--- src/design/days_to_calendar_date_assert.svh ---
// Assertion macros for days_to_calendar_date, which checks its own behavior.
// Each macro expands to one labeled concurrent assertion, clocked on the
// rising edge and disabled while reset is asserted.
`ifndef DAYS_TO_CALENDAR_DATE_ASSERT_SVH
`define DAYS_TO_CALENDAR_DATE_ASSERT_SVH

// The consequent must hold in the same cycle as the antecedent.
`define DTCD_ASSERT_SAME(lbl, clk, rst_n, ante, cons) \
    lbl: assert property (@(posedge clk) disable iff (!rst_n) (ante) |-> (cons)) \
        else $error("same-cycle check failed");

// The consequent must hold in the cycle after the antecedent.
`define DTCD_ASSERT_NEXT(lbl, clk, rst_n, ante, cons) \
    lbl: assert property (@(posedge clk) disable iff (!rst_n) (ante) |=> (cons)) \
        else $error("next-cycle check failed");

`endif

--- src/design/dtcd_pkg.sv ---
package dtcd_pkg;

    localparam int unsigned EPOCH_YEAR      = 1978;
    localparam int unsigned MINUTES_PER_DAY = 1440;
    localparam int unsigned MINUTES_PER_HOUR = 60;

    // floor(m / 60) == (m * 2185) >> 17 for every m below one day.
    localparam int unsigned HOUR_RECIP = 2185;
    localparam int unsigned HOUR_SHIFT = 17;

    localparam int unsigned YEAR_DAYS      = 365;
    localparam int unsigned LEAP_YEAR_DAYS = 366;

    // Residues of the epoch year for the leap rule counters.
    localparam logic [1:0] EPOCH_MOD4   = 2'(EPOCH_YEAR % 4);
    localparam logic [6:0] EPOCH_MOD100 = 7'(EPOCH_YEAR % 100);
    localparam logic [8:0] EPOCH_MOD400 = 9'(EPOCH_YEAR % 400);

    // Month indexes, zero based.
    localparam logic [3:0] MON_JAN = 4'd0;
    localparam logic [3:0] MON_FEB = 4'd1;
    localparam logic [3:0] MON_APR = 4'd3;
    localparam logic [3:0] MON_JUN = 4'd5;
    localparam logic [3:0] MON_SEP = 4'd8;
    localparam logic [3:0] MON_NOV = 4'd10;
    localparam logic [3:0] MON_DEC = 4'd11;

    typedef enum logic [1:0] {
        ST_IDLE,
        ST_YEAR,
        ST_MONTH,
        ST_DONE
    } state_t;

    typedef struct packed {
        logic load;        // capture a new item
        logic year_step;   // take one whole year off the day count
        logic month_step;  // take one month off the day count
        logic time_step;   // register the hour of the captured minute count
    } ctrl_cmd_t;

    typedef struct packed {
        logic year_fits;   // remaining days fall inside the current year
        logic month_fits;  // remaining days fall inside the current month
    } dp_status_t;

    function automatic logic [4:0] month_len_days(input logic [3:0] mon, input logic leap);
        logic [4:0] len;
        begin
            case (mon) inside
                MON_FEB:                          len = leap ? 5'd29 : 5'd28;
                MON_APR, MON_JUN, MON_SEP, MON_NOV: len = 5'd30;
                default:                          len = 5'd31;
            endcase
            return len;
        end
    endfunction

endpackage

--- src/design/days_to_calendar_date.sv ---
// Converts a day count since 1 January 1978 and a minute-of-day count into a
// Gregorian year, month, day of month, hour and minute.
// An item is taken at a rising edge where start is high and busy is low;
// day_count and minute_of_day are sampled at that edge and need not be held.
// The block then removes whole years one per cycle, then whole months one
// per cycle, and then raises done. One item is in work at a time.
// The result is valid on year, month, day_of_month, hour and minute for exactly
// the one cycle in which done is high; the receiver cannot stall it.
// Busy is low in that cycle, so the next item may be accepted on the same edge.
// Minute counts of 1440 or more wrap once to the same day; years past 4095
// wrap modulo 4096. Reset returns the controller to idle with no result
// pending; no clearing pass is needed.
module days_to_calendar_date #(
    parameter int DAY_COUNT_BITS = 17
) (
    input  logic                      clk,
    input  logic                      rst_n,
    input  logic                      start,
    output logic                      busy,
    input  logic [DAY_COUNT_BITS-1:0] day_count,
    input  logic [10:0]               minute_of_day,
    output logic                      done,
    output logic [11:0]               year,
    output logic [3:0]                month,
    output logic [4:0]                day_of_month,
    output logic [4:0]                hour,
    output logic [5:0]                minute
);
    import dtcd_pkg::*;

    `include "days_to_calendar_date_assert.svh"

    ctrl_cmd_t  cmd;
    dp_status_t status;

    // The controller sequences the year and month phases.
    dtcd_ctrl u_ctrl (
        .clk    (clk),
        .rst_n  (rst_n),
        .start  (start),
        .status (status),
        .cmd    (cmd),
        .busy   (busy),
        .done   (done)
    );

    // The datapath holds the running day count, year and month, and the
    // leap rule counters that track the year modulo 4, 100 and 400.
    dtcd_dpath #(
        .DAY_COUNT_BITS (DAY_COUNT_BITS)
    ) u_dpath (
        .clk           (clk),
        .cmd           (cmd),
        .day_count     (day_count),
        .minute_of_day (minute_of_day),
        .status        (status),
        .year          (year),
        .month         (month),
        .day_of_month  (day_of_month),
        .hour          (hour),
        .minute        (minute)
    );

    // An accepted item always keeps the block busy in the next cycle.
    `DTCD_ASSERT_NEXT(a_accept_busy, clk, rst_n, start && !busy, busy && !done)

    // The result strobe lasts exactly one cycle.
    `DTCD_ASSERT_NEXT(a_done_pulse, clk, rst_n, done, !done)

    // A delivered date lies within a calendar month.
    `DTCD_ASSERT_SAME(a_date_range, clk, rst_n, done,
        (month >= 4'd1) && (month <= 4'd12) && (day_of_month >= 5'd1))

    // A delivered time of day is in range.
    `DTCD_ASSERT_SAME(a_time_range, clk, rst_n, done, (hour < 5'd24) && (minute < 6'd60))

endmodule

--- src/design/dtcd_ctrl.sv ---
module dtcd_ctrl (
    input  logic                clk,
    input  logic                rst_n,
    input  logic                start,
    input  dtcd_pkg::dp_status_t status,
    output dtcd_pkg::ctrl_cmd_t  cmd,
    output logic                busy,
    output logic                done
);
    import dtcd_pkg::*;

    state_t state_reg;
    state_t state_next;

    always_ff @(posedge clk or negedge rst_n)
    begin
        if (!rst_n)
        begin
            state_reg <= ST_IDLE;
        end
        else
        begin
            state_reg <= state_next;
        end
    end

    always_comb
    begin
        state_next = state_reg;
        unique case (state_reg)
            ST_IDLE, ST_DONE:
            begin
                state_next = start ? ST_YEAR : ST_IDLE;
            end
            ST_YEAR:
            begin
                if (status.year_fits)
                begin
                    state_next = ST_MONTH;
                end
            end
            ST_MONTH:
            begin
                if (status.month_fits)
                begin
                    state_next = ST_DONE;
                end
            end
            default:
            begin
                state_next = ST_IDLE;
            end
        endcase
    end

    always_comb
    begin
        cmd  = '0;
        busy = 1'b0;
        done = 1'b0;
        unique case (state_reg)
            ST_IDLE:
            begin
                cmd.load = start;
            end
            ST_YEAR:
            begin
                busy          = 1'b1;
                cmd.time_step = 1'b1;
                cmd.year_step = !status.year_fits;
            end
            ST_MONTH:
            begin
                busy           = 1'b1;
                cmd.month_step = !status.month_fits;
            end
            ST_DONE:
            begin
                done     = 1'b1;
                cmd.load = start;
            end
            default:
            begin
                busy = 1'b0;
            end
        endcase
    end

endmodule

--- src/design/dtcd_dpath.sv ---
module dtcd_dpath #(
    parameter int DAY_COUNT_BITS = 17
) (
    input  logic                      clk,
    input  dtcd_pkg::ctrl_cmd_t       cmd,
    input  logic [DAY_COUNT_BITS-1:0] day_count,
    input  logic [10:0]               minute_of_day,
    output dtcd_pkg::dp_status_t      status,
    output logic [11:0]               year,
    output logic [3:0]                month,
    output logic [4:0]                day_of_month,
    output logic [4:0]                hour,
    output logic [5:0]                minute
);
    import dtcd_pkg::*;

    logic [DAY_COUNT_BITS-1:0] days_reg;
    logic [11:0]               year_reg;
    logic [1:0]                y4_reg;
    logic [6:0]                y100_reg;
    logic [8:0]                y400_reg;
    logic [3:0]                mon_reg;
    logic [10:0]               mins_reg;
    logic [4:0]                hour_reg;

    logic                      leap;
    logic [8:0]                ylen;
    logic [4:0]                mlen;
    logic [10:0]               mins_wrapped;
    logic [22:0]               hour_prod;
    logic [10:0]               hour_minutes;

    assign leap = (y4_reg == 2'd0) && ((y100_reg != 7'd0) || (y400_reg == 9'd0));
    assign ylen = leap ? 9'(LEAP_YEAR_DAYS) : 9'(YEAR_DAYS);
    assign mlen = month_len_days(mon_reg, leap);

    assign status.year_fits  = days_reg < DAY_COUNT_BITS'(ylen);
    assign status.month_fits = (mon_reg == MON_DEC) || (days_reg < DAY_COUNT_BITS'(mlen));

    // A minute count of one day or more wraps once; 2047 is the largest input.
    assign mins_wrapped = (minute_of_day >= 11'(MINUTES_PER_DAY))
                        ? 11'(minute_of_day - 11'(MINUTES_PER_DAY))
                        : minute_of_day;

    assign hour_prod    = 23'(mins_reg) * 23'(HOUR_RECIP);
    assign hour_minutes = 11'(hour_reg) * 11'(MINUTES_PER_HOUR);

    always_ff @(posedge clk)
    begin
        if (cmd.load)
        begin
            days_reg <= day_count;
            year_reg <= 12'(EPOCH_YEAR);
            y4_reg   <= EPOCH_MOD4;
            y100_reg <= EPOCH_MOD100;
            y400_reg <= EPOCH_MOD400;
            mon_reg  <= MON_JAN;
            mins_reg <= mins_wrapped;
        end
        else if (cmd.year_step)
        begin
            days_reg <= days_reg - DAY_COUNT_BITS'(ylen);
            year_reg <= year_reg + 12'd1;
            y4_reg   <= y4_reg + 2'd1;
            y100_reg <= (y100_reg == 7'd99) ? 7'd0 : y100_reg + 7'd1;
            y400_reg <= (y400_reg == 9'd399) ? 9'd0 : y400_reg + 9'd1;
        end
        else if (cmd.month_step)
        begin
            days_reg <= days_reg - DAY_COUNT_BITS'(mlen);
            mon_reg  <= mon_reg + 4'd1;
        end

        if (cmd.time_step)
        begin
            hour_reg <= hour_prod[HOUR_SHIFT +: 5];
        end
    end

    assign year         = year_reg;
    assign month        = mon_reg + 4'd1;
    assign day_of_month = 5'(days_reg) + 5'd1;
    assign hour         = hour_reg;
    assign minute       = 6'(mins_reg - hour_minutes);

endmodule
--- config.mk ---
export PLATFORM = sky130hd
export DESIGN_NAME = days_to_calendar_date
export DESIGN_NICKNAME = d
export VERILOG_FILES = /design/src/design/dtcd_pkg.sv /design/src/design/days_to_calendar_date.sv /design/src/design/dtcd_ctrl.sv /design/src/design/dtcd_dpath.sv
export VERILOG_INCLUDE_DIRS = /design/src /design/src/design
export SDC_FILE = /design/constraint.sdc
export NUM_CORES = 1
export LEC_CHECK = 0
export BUFFER_PORTS_ARGS = -buffer_cell sky130_fd_sc_hd__buf_2
export CAP_MARGIN = 10
export CORE_AREA = 2 2 109 111
export CTS_CLUSTER_DIAMETER = 120
export DETAILED_ROUTE_END_ITERATION = 7
export DIE_AREA = 0 0 111 113
export PLACE_DENSITY = 0.69
export SLEW_MARGIN = 10
export SYNTH_ARGS = -nofsm -noshare
export SYNTH_HDL_FRONTEND = slang
export SYNTH_SLANG_ARGS = --single-unit
export TNS_END_PERCENT = 30
--- constraint.sdc ---
create_clock -name clk -period 5.1 [get_ports clk]
set_input_delay 0.255 -clock clk [delete_from_list [all_inputs] [get_ports clk]]
set_output_delay 0.255 -clock clk [all_outputs]
set_load 0.02 [all_outputs]
==> results of run 1 <==
final timing paths:
kind / end / slack, ns / depth (start not counted)
min in group asynchronous: u_ctrl.state_reg[0] / 0.24 / 2
max: u_dpath.hour[3] / 1.11 / 12
max reg2reg: u_dpath.hour[3] / 1.11 / 12
min reg2reg: u_dpath.y4_reg[1] / 0.50 / 2
max in group asynchronous: u_ctrl.state_reg[1] / 4.76 / 2
min: u_dpath.mins_reg[1] / 0.11 / 1
power groups by stage:
stage / registers (mW) / logic, mW / clock network (mW)
after floorplan: 1.09 / 2.16 / 0
after CTS: 1.14 / 2.84 / 0.585
final: 1.15 / 2.82 / 0.572
after detailed placement: 1.15 / 2.81 / 0
after global routing: 1.18 / 3.20 / 0.612
after global placement: 1.14 / 2.71 / 0
repair_timing:
action	4_1_cts	5_1_grt
hold buffers	1	0
hold endpoints to repair	2	0
buffers inserted	0	0
layer usage:
metal / GRT usage, % / wire (um) / share of wire (%)
met5: 0 / 0 / 0
met4: 7.17 / 292 / 2.3
met3: 4.39 / 685 / 5.4
met2: 35.0 / 5960 / 47
met1: 28.0 / 5790 / 45
layout by cell type, fill, tap and decap left out, types with 9 or more instances in the layout:
| cell type | n |
|---|---|
| or3_1 | 12 |
| clkbuf_16 | 9 |
| and3_1 | 11 |
| inv_1 | 59 |
| nand3_1 | 32 |
| nand2_1 | 29 |
| fa_1 | 11 |
| a21oi_1 | 25 |
| buf_2 | 64 |
| nor2_1 | 32 |
| edfxtp_1 | 33 |
| dfxtp_1 | 34 |
| nand4_1 | 12 |
| ha_1 | 68 |
| a31oi_1 | 9 |
| xnor2_1 | 15 |
| o21ai_0 | 28 |
| nor3_1 | 10 |
| o211ai_1 | 12 |
| xor2_1 | 13 |
cell type report:
type	count	area, um^2
tap	143	179
sequential	69	1720
clock inverter	5	26.3
clock buffer	11	243
multi-input combinational	451	3460
fill	1022	5050
inverter	60	225
timing repair buffer	70	368
stage by stage:
stage / hold slack (ns) / power, mW
after floorplan: -0.0406 / 3.24
after global routing: 0.0934 / 4.99
after global placement: 0.0393 / 3.85
after detailed placement: 0.0493 / 3.97
final: 0.110 / 4.54
after CTS: 0.0988 / 4.57
critical path, stage by stage, from the launching register on:
cell,delay [ns]
edfxtp_1,0.46
ha_1,0.33
inv_1,0.05
fa_1,0.40
fa_1,0.49
inv_1,0.04
ha_1,0.19
ha_1,0.29
a21oi_1,0.17
nor3_1,0.07
a2111oi_0,0.86
or4b_2,0.27
o2111ai_1,0.11
cell families (layout without fill, tap and decap cells):
group                    Yosys count  count (layout)
XOR/XNOR                          28              28
buffers and inverters             85             146
multiplexers                       8               8
adder cells (fa/ha/maj)           79              79
AO/OA/AOI/OAI                    146             146
flip-flops                        69              69
AND/OR/NAND/NOR                  190             190
==> results.toml, run 1 <==
[synth]
synth-simple-area-share_pct = 19.0
synth_seq_cells = 69
synth-edff-count = 33
async_flop_share_pct = 2.90
synth_sequential_area_ratio_pct = 31.2
synthCells = 605
ys_dominant_reg_cell = "dfxtp_1"
synth_top_family_by_area = "adder cells"
yosys.area.top_type = "edfxtp_1"
synth_common_cells = "ha_1, inv_1, dfxtp_1, edfxtp_1"
yosys.area_share.adder_pct = 19.4
synth-xor-area-share_pct = 4.44
syn_area_per_cell_um2 = 9.13
synthTopCellsByArea = "edfxtp_1, ha_1, dfxtp_1"
syn_area_um2 = 5520
yosysMostFrequentCell = "ha_1"
ys_warn_count = 0
synth.mux.area_fraction_pct = 1.50
synthDominantCellAreaShare_pct = 17.9
synth-compound-area-share_pct = 18.2
synth_fp_nets = 715
synth_cell_types = 71

[grt]
grt_pass1_wl_mm = 21.9
grt_antenna_before_repair = 0
grt_pass1_vias = 4637
grt_overflow = 0
track_usage_pct = 21.2
grt_max_degree = 47

[min_path]
hold_start = "minute_of_day[1]"
hp-class = "in -> reg"

[critical_path]
r2r_start = "u_dpath.mins_reg[7]"
cp-startpoint = "u_dpath.mins_reg[7]"
critPathKind = "reg -> reg"
crit_fanout = 5
arrival_ns = 4.06
crit_required_ns = 5.17
endpoint_kind = "register"
critPathLaunchType = "register"

[clocking]
root_buffer = "clkbuf_16"
insertion_delay_ns = 0.34
cts_buffer_depth = 2
clkTransAtPathRegs_ns = 0.06
cts_tree = "yes"
post_cts_resized = 0
htree_num_levels = 3
numClockSinks = 69
numCtsBuffers = 9

[power]
cellPowerDensity_nw_per_um2 = 729
peakVddDrop_v = 0.00108
swShare_pct = 48.0
pwr-share-seq_pct = 25.3
p_switching_mw = 2.18
clkPwrFrac_pct = 12.6
combPwrFrac_pct = 62.1
power.internal_mw = 2.36
leakagePower_nw = 2.69

[timing]
setup_tns_ns = 0
hold_viol = 0
period_needed_ns = 3.99
skew_ns = 0.00560
finalCritPeriodShare_pct = 78.3
max_slew_margin_pct = 31.5
tightest_slew_ns = 1.00
report.final.setup_viol = 0
setup_slack_ns = 1.11
maxSlewViolCount = 0
grt_setup_unrepaired = "false"
max_freq_ghz = 0.250

[detailed_routing]
wl_mm = 12.7
routedWlPerCell_um = 15.7
drt-initial-drc-count = 254
ant_nets = 0
num_vias = 4780
drcViolationCount = 0
vias_per_cell = 5.91
drt_first_pass_iters = 5

[placed_design]
place_inst = 792
hpwl_mm = 9.30
port_buffers = 64
place_area_um2 = 5940
globalplace.congestion = 0.921
dp_slack_ns = 1.08

[floorplanning]
dieWidth_um = 111
start_util_pct = 49.0
core_um2 = 11300
die_h_um = 113
rows = 39
die_area_um2 = 12500
ios = 65

[finish]
syn_to_final_growth_pct = 12.7
largest_register_ffs = 17
fin_cells = 809
post-route-cell-area_um2 = 6220
nNetsFinal = 771
antennaDiodeCount = 0
post_route_cells_drive_above_1_share_pct = 15.5
utilization_pct = 55.2

[run]
drv_cap = 0

[run_status]
status = "finished clean"
Note: power is estimated with default switching activity, not from simulation.
==> run 2: changes to the inputs <==
--- a/config.mk
+++ b/config.mk
@@ -6,13 +6,14 @@
 export SDC_FILE = /design/constraint.sdc
 export NUM_CORES = 1
 export LEC_CHECK = 0
+export ABC_AREA = 1
 export BUFFER_PORTS_ARGS = -buffer_cell sky130_fd_sc_hd__buf_2
 export CAP_MARGIN = 10
-export CORE_AREA = 2 2 109 111
+export CORE_AREA = 2 2 112 114
 export CTS_CLUSTER_DIAMETER = 120
 export DETAILED_ROUTE_END_ITERATION = 7
-export DIE_AREA = 0 0 111 113
-export PLACE_DENSITY = 0.69
+export DIE_AREA = 0 0 114 116
+export PLACE_DENSITY = 0.72
 export SLEW_MARGIN = 10
 export SYNTH_ARGS = -nofsm -noshare
 export SYNTH_HDL_FRONTEND = slang
==> constraint.sdc (replaced) <==
create_clock -name clk -period 3.25 [get_ports clk]
set_input_delay 0.1625 -clock clk [delete_from_list [all_inputs] [get_ports clk]]
set_output_delay 0.1625 -clock clk [all_outputs]
set_load 0.02 [all_outputs]
==> run 2 against run 1 <==
  * Register-to-register slack got worse by 0.94 ns
  * Non-clock buffer count rose by 7
  * Setup slack got worse by 0.94 ns
  * Utilization increased by 0.48 points
  * Sequential share of layout area down 1.7 points
  * Maximum frequency increased by 30%
  * Sequential cell count stayed put
  * Cell area increased by 6.6%
  * Clock skew down 0.0010 ns
  * Critical path type unchanged
  * Largest power group is now clock
==> results.toml, run 2 <==
[floorplanning]
start_util_pct = 49.3
die_area_um2 = 13200
rows = 40
dieWidth_um = 114
die_h_um = 116
ios = 65
core_um2 = 11900

[timing]
maxSlewViolCount = 0
max_slew_margin_pct = 65.0
whs_ns = 0.0128
max_freq_ghz = 0.325
finalCritPeriodShare_pct = 94.8
hold_viol = 0
grt_setup_unrepaired = "false"
setup_tns_ns = 0
report.final.setup_viol = 0
tightest_slew_ns = 0.522
period_needed_ns = 3.08
skew_ns = 0.00457
setup_slack_ns = 0.170

[finish]
post_route_cells_drive_above_1_share_pct = 12.3
nNetsFinal = 981
nFillCells = 1116
multi_input_area_um2 = 3600
final_cell_mix = "nand2_1, inv_1, nand3_1"
antennaDiodeCount = 0
final_common_cell = "nand2_1"
syn_to_final_growth_pct = 13.0
largest_register_ffs = 17
register_area_um2 = 1720

[grt]
track_usage_pct = 19.8
grt_overflow = 0
grt_max_degree = 45
grt_pass1_wl_mm = 21.1
grt_pass1_vias = 4703
grt_antenna_before_repair = 0

[critical_path]
cp_common_cell = "nand2_1"
worst-path-stages = 14
arrival_ns = 3.17
cp_slowest_cell = "fa_1"
crit_required_ns = 3.34
crit_fanout = 4
worstRegToRegCells = 14
cp_num_buf_inv = 2
critPathLaunchType = "register"
critPathKind = "reg -> reg"
path_cells = "ha_1, inv_1, fa_1, fa_1, inv_1, ha_1, ha_4, nand2_1, nor3_2, nand2_1, nand2_1, nand2_1, nand2_1, nand2_1"
cp_slowest_stage_delay_ns = 0.49
endpoint_kind = "register"
cp_top_family = "adder cells"

[run]
drv_cap = 0

[synth]
synth_sequential_area_ratio_pct = 29.3
synth_cell_types = 39
async_flop_share_pct = 2.90
syn_area_per_cell_um2 = 7.29
ys_warn_count = 0
synthCells = 805
synthDominantCellAreaShare_pct = 16.9
synthTopCellsByArea = "edfxtp_1, ha_1, nand2_1"
synth_common_cells = "nand2_1, inv_1, nand3_1, nor2_1, ha_1"
ys_dominant_reg_cell = "dfxtp_1"
synth-edff-count = 33
yosysMostFrequentCell = "nand2_1"
yosys.area.top_type = "edfxtp_1"
synth_fp_nets = 915
syn_area_um2 = 5870
synth_seq_cells = 69

[detailed_routing]
ant_nets = 0
drt_first_pass_iters = 5
drcViolationCount = 0
drt-initial-drc-count = 312
vias_per_cell = 5.12
wl_mm = 12.7
routedWlPerCell_um = 12.4
num_vias = 5235

[power]
power.internal_mw = 1.51
total_power_mw = 1.92
swShare_pct = 21.1
combPwrFrac_pct = 1.9
cellPowerDensity_nw_per_um2 = 289
leakagePower_nw = 3.42
pwr-share-seq_pct = 47.2
peakVddDrop_v = 0.000227
clkPwrFrac_pct = 50.8
p_switching_mw = 0.405

[clocking]
insertion_delay_ns = 0.34
htree_num_levels = 3
clkTransAtPathRegs_ns = 0.06
numClockSinks = 69
cts_tree = "yes"
root_buffer = "clkbuf_16"
cts_buffer_depth = 2
numCtsBuffers = 9

[min_path]
hold_depth = 1
hp-class = "in -> reg"

[placed_design]
dp_slack_ns = 0.158
globalplace.congestion = 0.890
hpwl_mm = 9.48
port_buffers = 64

[run_status]
status = "finished clean"
[run 2: metrics by stage]
stage	instances	util (%)	area, um^2
global route	1023	55.7	6630
floorplan	805	-	5870
global placement	1005	53.0	6310
CTS	1022	55.5	6610
finish	1023	55.7	6630
detailed placement	1005	53.0	6310
[run 2: final cells by class]
class	instances	share of cell area, %
Clock inverter	7	1.00
Tap cell	147	2.77
Inverter	111	6.34
Timing Repair Buffer	77	6.34
Multi-Input combinational cell	603	54.2
Sequential cell	69	26.0
Clock buffer	9	3.39
[run 2: repair_timing]
item,in CTS,in global routing
endpoints found under the setup margin,0,1
buffers inserted,0,1
resized for setup,0,2
hold buffers,1,0
endpoints found under the hold margin,2,0
[run 2: worst register-to-register path, cell delays in order, from the launching register on]
cell and delay [ns]:
edfxtp_1 0.42, ha_1 0.30, inv_1 0.05, fa_1 0.40, fa_1 0.49, inv_1 0.05, ha_1 0.21, ha_4 0.28
nand2_1 0.08, nor3_2 0.17, nand2_1 0.07, nand2_1 0.12, nand2_1 0.06, nand2_1 0.06, nand2_1 0.06
[run 2: per-layer routing]
metal | GRT usage, % | wire (um) | vias to the layer above
met5 | 0 | 0 | -
met4 | 7.48 | 223 | 0
met3 | 2.98 | 510 | 15
met2 | 33.5 | 6010 | 113
met1 | 25.8 | 5990 | 2339
li1 | - | - | 2768
[run 2: worst paths after layout]
path,from,endpoint,slack (ns)
worst max register to register,u_dpath.mins_reg[10],u_dpath.hour[3],0.17
worst min-delay path,minute_of_day[1],u_dpath.mins_reg[1],0.01
max in group asynchronous,rst_n,u_ctrl.state_reg[0],3.03
worst min register to register,u_dpath.y4_reg[0],u_dpath.y4_reg[0],0.49
min in group asynchronous,rst_n,u_ctrl.state_reg[1],0.13
worst max-delay path,u_dpath.mins_reg[10],u_dpath.hour[3],0.17
[run 2: logic make-up after synthesis]
logic type | synth area share, %
flops | 29.3
simple gates | 29.7
fa+ha+maj | 18.3
xor+xnor | 5.07
buf+inv | 9.68
compound gates | 7.95
[run 2: power by group through the flow]
stage	clock network [mW]	logic (mW)	registers, mW
2_1_floorplan	0	0.0125	0.925
3_3_place_gp	0	0.0356	0.924
3_5_place_dp	0	0.0359	0.924
4_1_cts	0.998	0.0374	0.906
5_1_grt	1.04	0.0417	0.905
6_report	0.975	0.0371	0.906
==> run 3: changes to the inputs <==
--- a/config.mk
+++ b/config.mk
@@ -9,13 +9,14 @@
 export ABC_AREA = 1
 export BUFFER_PORTS_ARGS = -buffer_cell sky130_fd_sc_hd__buf_2
 export CAP_MARGIN = 10
-export CORE_AREA = 2 2 112 114
+export CORE_AREA = 2 2 108 110
 export CTS_CLUSTER_DIAMETER = 120
 export DETAILED_ROUTE_END_ITERATION = 7
-export DIE_AREA = 0 0 114 116
-export PLACE_DENSITY = 0.72
+export DIE_AREA = 0 0 110 112
+export PLACE_DENSITY = 0.73
 export SLEW_MARGIN = 10
 export SYNTH_ARGS = -nofsm -noshare
 export SYNTH_HDL_FRONTEND = slang
+export SYNTH_HIERARCHICAL = 1
 export SYNTH_SLANG_ARGS = --single-unit
 export TNS_END_PERCENT = 30
==> run 3 against run 2 <==
  * Maximum frequency rose by 0.69%
  * Setup slack improved by 0.021 ns
  * Critical path depth rose by 1
  * Worst hold slack improved by 0.029 ns
  * Non-clock buffer count rose by 10
  * Area after synthesis fell by 6.3%
  * Cell area fell by 1.1%
  * Die area fell by 6.8%
  * First-iteration DRC count fell by 22%
  * Largest power group is now combinational cells
==> results.toml, run 3 <==
[placed_design]
globalplace.congestion = 0.906
port_buffers = 64
dp_slack_ns = -0.143
place_area_um2 = 5960
hpwl_mm = 9.61

[grt]
track_usage_pct = 20.8
grt_pass1_vias = 4680
grt_pass1_wl_mm = 20.7
grt_antenna_before_repair = 0
grt_max_degree = 41
grt_overflow = 0

[clocking]
htree_num_levels = 3
insertion_delay_ns = 0.33
cts_buffer_depth = 2
numClockSinks = 69
clkTransAtPathRegs_ns = 0.06
cts_tree = "yes"
root_buffer = "clkbuf_16"
numCtsBuffers = 9

[timing]
maxSlewViolCount = 0
setup_slack_ns = 0.191
skew_ns = 0.00661
whs_ns = 0.0420
report.final.setup_viol = 0
finalCritPeriodShare_pct = 94.1
max_freq_ghz = 0.327
period_needed_ns = 3.06
tightest_slew_ns = 0.623
setup_tns_ns = 0
max_slew_margin_pct = 58.4
hold_viol = 0

[floorplanning]
rows = 39
die_h_um = 112
start_util_pct = 49.2
ios = 65
dieWidth_um = 110
die_area_um2 = 12300
core_um2 = 11200

[synth]
ys_warn_count = 6
synth_fp_nets = 827
synthCells = 717
syn_area_per_cell_um2 = 7.67
synthTopCellsByArea = "edfxtp_1, ha_1, dfxtp_1"
synthDominantCellAreaShare_pct = 18.0
yosys.area.top_type = "edfxtp_1"
synth_common_cells = "nand2_1, inv_1, ha_1, nand3_1, nor2_1"
async_flop_share_pct = 2.90
synth_seq_cells = 69
yosysMostFrequentCell = "nand2_1"
synth_cell_types = 47
syn_area_um2 = 5500
synth_sequential_area_ratio_pct = 31.3
ys_dominant_reg_cell = "dfxtp_1"
synth-edff-count = 33

[run_status]
status = "finished clean"

[finish]
post_route_cells_drive_above_1_share_pct = 19.1
post-route-cell-area_um2 = 6560
final_cell_mix = "nand2_1, inv_1, ha_1"
antennaDiodeCount = 0
nNetsFinal = 908
largest_register_ffs = 17
syn_to_final_growth_pct = 19.3
final_common_cell = "nand2_1"
utilization_pct = 58.7
nFillCells = 991

[power]
power.internal_mw = 3.98
clkPwrFrac_pct = 13.0
peakVddDrop_v = 0.00133
p_switching_mw = 3.80
cellPowerDensity_nw_per_um2 = 1190
pwr-share-seq_pct = 21.7
leakagePower_nw = 3.29
combPwrFrac_pct = 65.3
swShare_pct = 48.8

[detailed_routing]
drt-initial-drc-count = 244
wl_mm = 12.8
drcViolationCount = 0
vias_per_cell = 5.29
ant_nets = 0
num_vias = 5002
drt_first_pass_iters = 5
routedWlPerCell_um = 13.5

[critical_path]
cp_slowest_cell = "fa_1"
crit_fanout = 3
cp_num_buf_inv = 3
critPathKind = "reg -> reg"
path_cells = "ha_1, inv_1, fa_1, fa_1, inv_1, ha_1, ha_1, nand2_2, inv_1, a21oi_2, nand2_1, nand2_1, nand2_1, nand2_1, nand2_1"
cp_common_cell = "nand2_1"
crit_required_ns = 3.33
cp_top_family = "adder cells"
cp_slowest_stage_delay_ns = 0.43
endpoint_kind = "register"
arrival_ns = 3.13
critPathLaunchType = "register"

[min_path]
hp-class = "in -> reg"

[run]
drv_cap = 0
-- run 3: cell count changes in the layout (fill, tap and decap cells not counted), moves of 8 or more --
cell	before	now
nand2_1	217	156
xor2_1	25	17
nand3_1	78	50
nor2_1	72	43
o211ai_1	14	3
o21ai_0	20	33
a21oi_1	29	37
-- run 3: area by class of cell --
cell class / instances / area, um^2 / area share (%)
Multi-Input combinational cell: 518 / 3360 / 51.2
Tap cell: 143 / 179 / 2.73
Clock buffer: 13 / 270 / 4.12
Timing Repair Buffer: 87 / 546 / 8.32
Clock inverter: 3 / 42.5 / 0.649
Inverter: 113 / 439 / 6.70
Sequential cell: 69 / 1720 / 26.2
-- run 3: metal layers --
metal	vias to the layer above	GRT usage, %	wire (um)
li1	2519	-	-
met1	2336	27.6	5830
met2	133	34.3	6200
met3	14	3.34	573
met4	0	6.84	165
met5	-	0	0
-- run 3: worst reg2reg max path, stage by stage (launching register included) --
cell      delay, ns
edfxtp_1       0.42
ha_1           0.21
inv_1          0.07
fa_1           0.43
fa_1           0.41
inv_1          0.08
ha_1           0.24
ha_1           0.33
nand2_2        0.10
inv_1          0.05
a21oi_2        0.14
nand2_1        0.07
nand2_1        0.07
nand2_1        0.06
nand2_1        0.07
nand2_1        0.07
-- run 3: logic make-up (layout without fill, tap and decap cells) --
logic type	count (synthesis)	count (layout)	synth area share, %
flops	69	69	31.3
simple gates	316	316	25.5
compound gates	96	96	9.58
mux	1	1	0.182
fa+ha+maj	79	79	19.5
buf+inv	130	216	9.77
xor+xnor	26	26	4.14
-- run 3: through the flow --
step / power [mW] / std cells
detailed placement: 6.37 / 917
floorplan: 5.23 / 717
finish: 7.78 / 946
global route: 8.60 / 946
global placement: 6.18 / 917
CTS: 7.44 / 934
-- run 3: final timing paths --
check | end | from | slack, ns | cells after the start
worst max-delay path | u_dpath/hour[4] | u_dpath/mins_reg[10] | 0.19 | 15
worst min-delay path | u_dpath/mins_reg[3] | minute_of_day[3] | 0.04 | 1
worst max register to register | u_dpath/hour[4] | u_dpath/mins_reg[10] | 0.19 | 15
min in group asynchronous | u_ctrl/state_reg[0] | rst_n | 0.15 | 2
worst min register to register | u_dpath/y4_reg[1] | u_dpath/y4_reg[1] | 0.48 | 2
max in group asynchronous | u_ctrl/state_reg[1] | rst_n | 3.01 | 2
-- run 3: power groups by stage --
stage / Clock (mW) / Combinational, mW / Sequential [mW]
3_5_place_dp: 0 / 4.68 / 1.69
4_1_cts: 1.03 / 4.74 / 1.68
5_1_grt: 1.07 / 5.80 / 1.74
2_1_floorplan: 0 / 3.56 / 1.67
6_report: 1.01 / 5.08 / 1.69
3_3_place_gp: 0 / 4.51 / 1.67
-- run 3: what timing repair did --
action,4_1_cts,5_1_grt
cloned,0,1
endpoints found under the hold margin,2,0
setup buffers,0,11
setup endpoints to repair,39,63
resized for setup,3,51
pin swaps,0,7
hold buffers,1,0
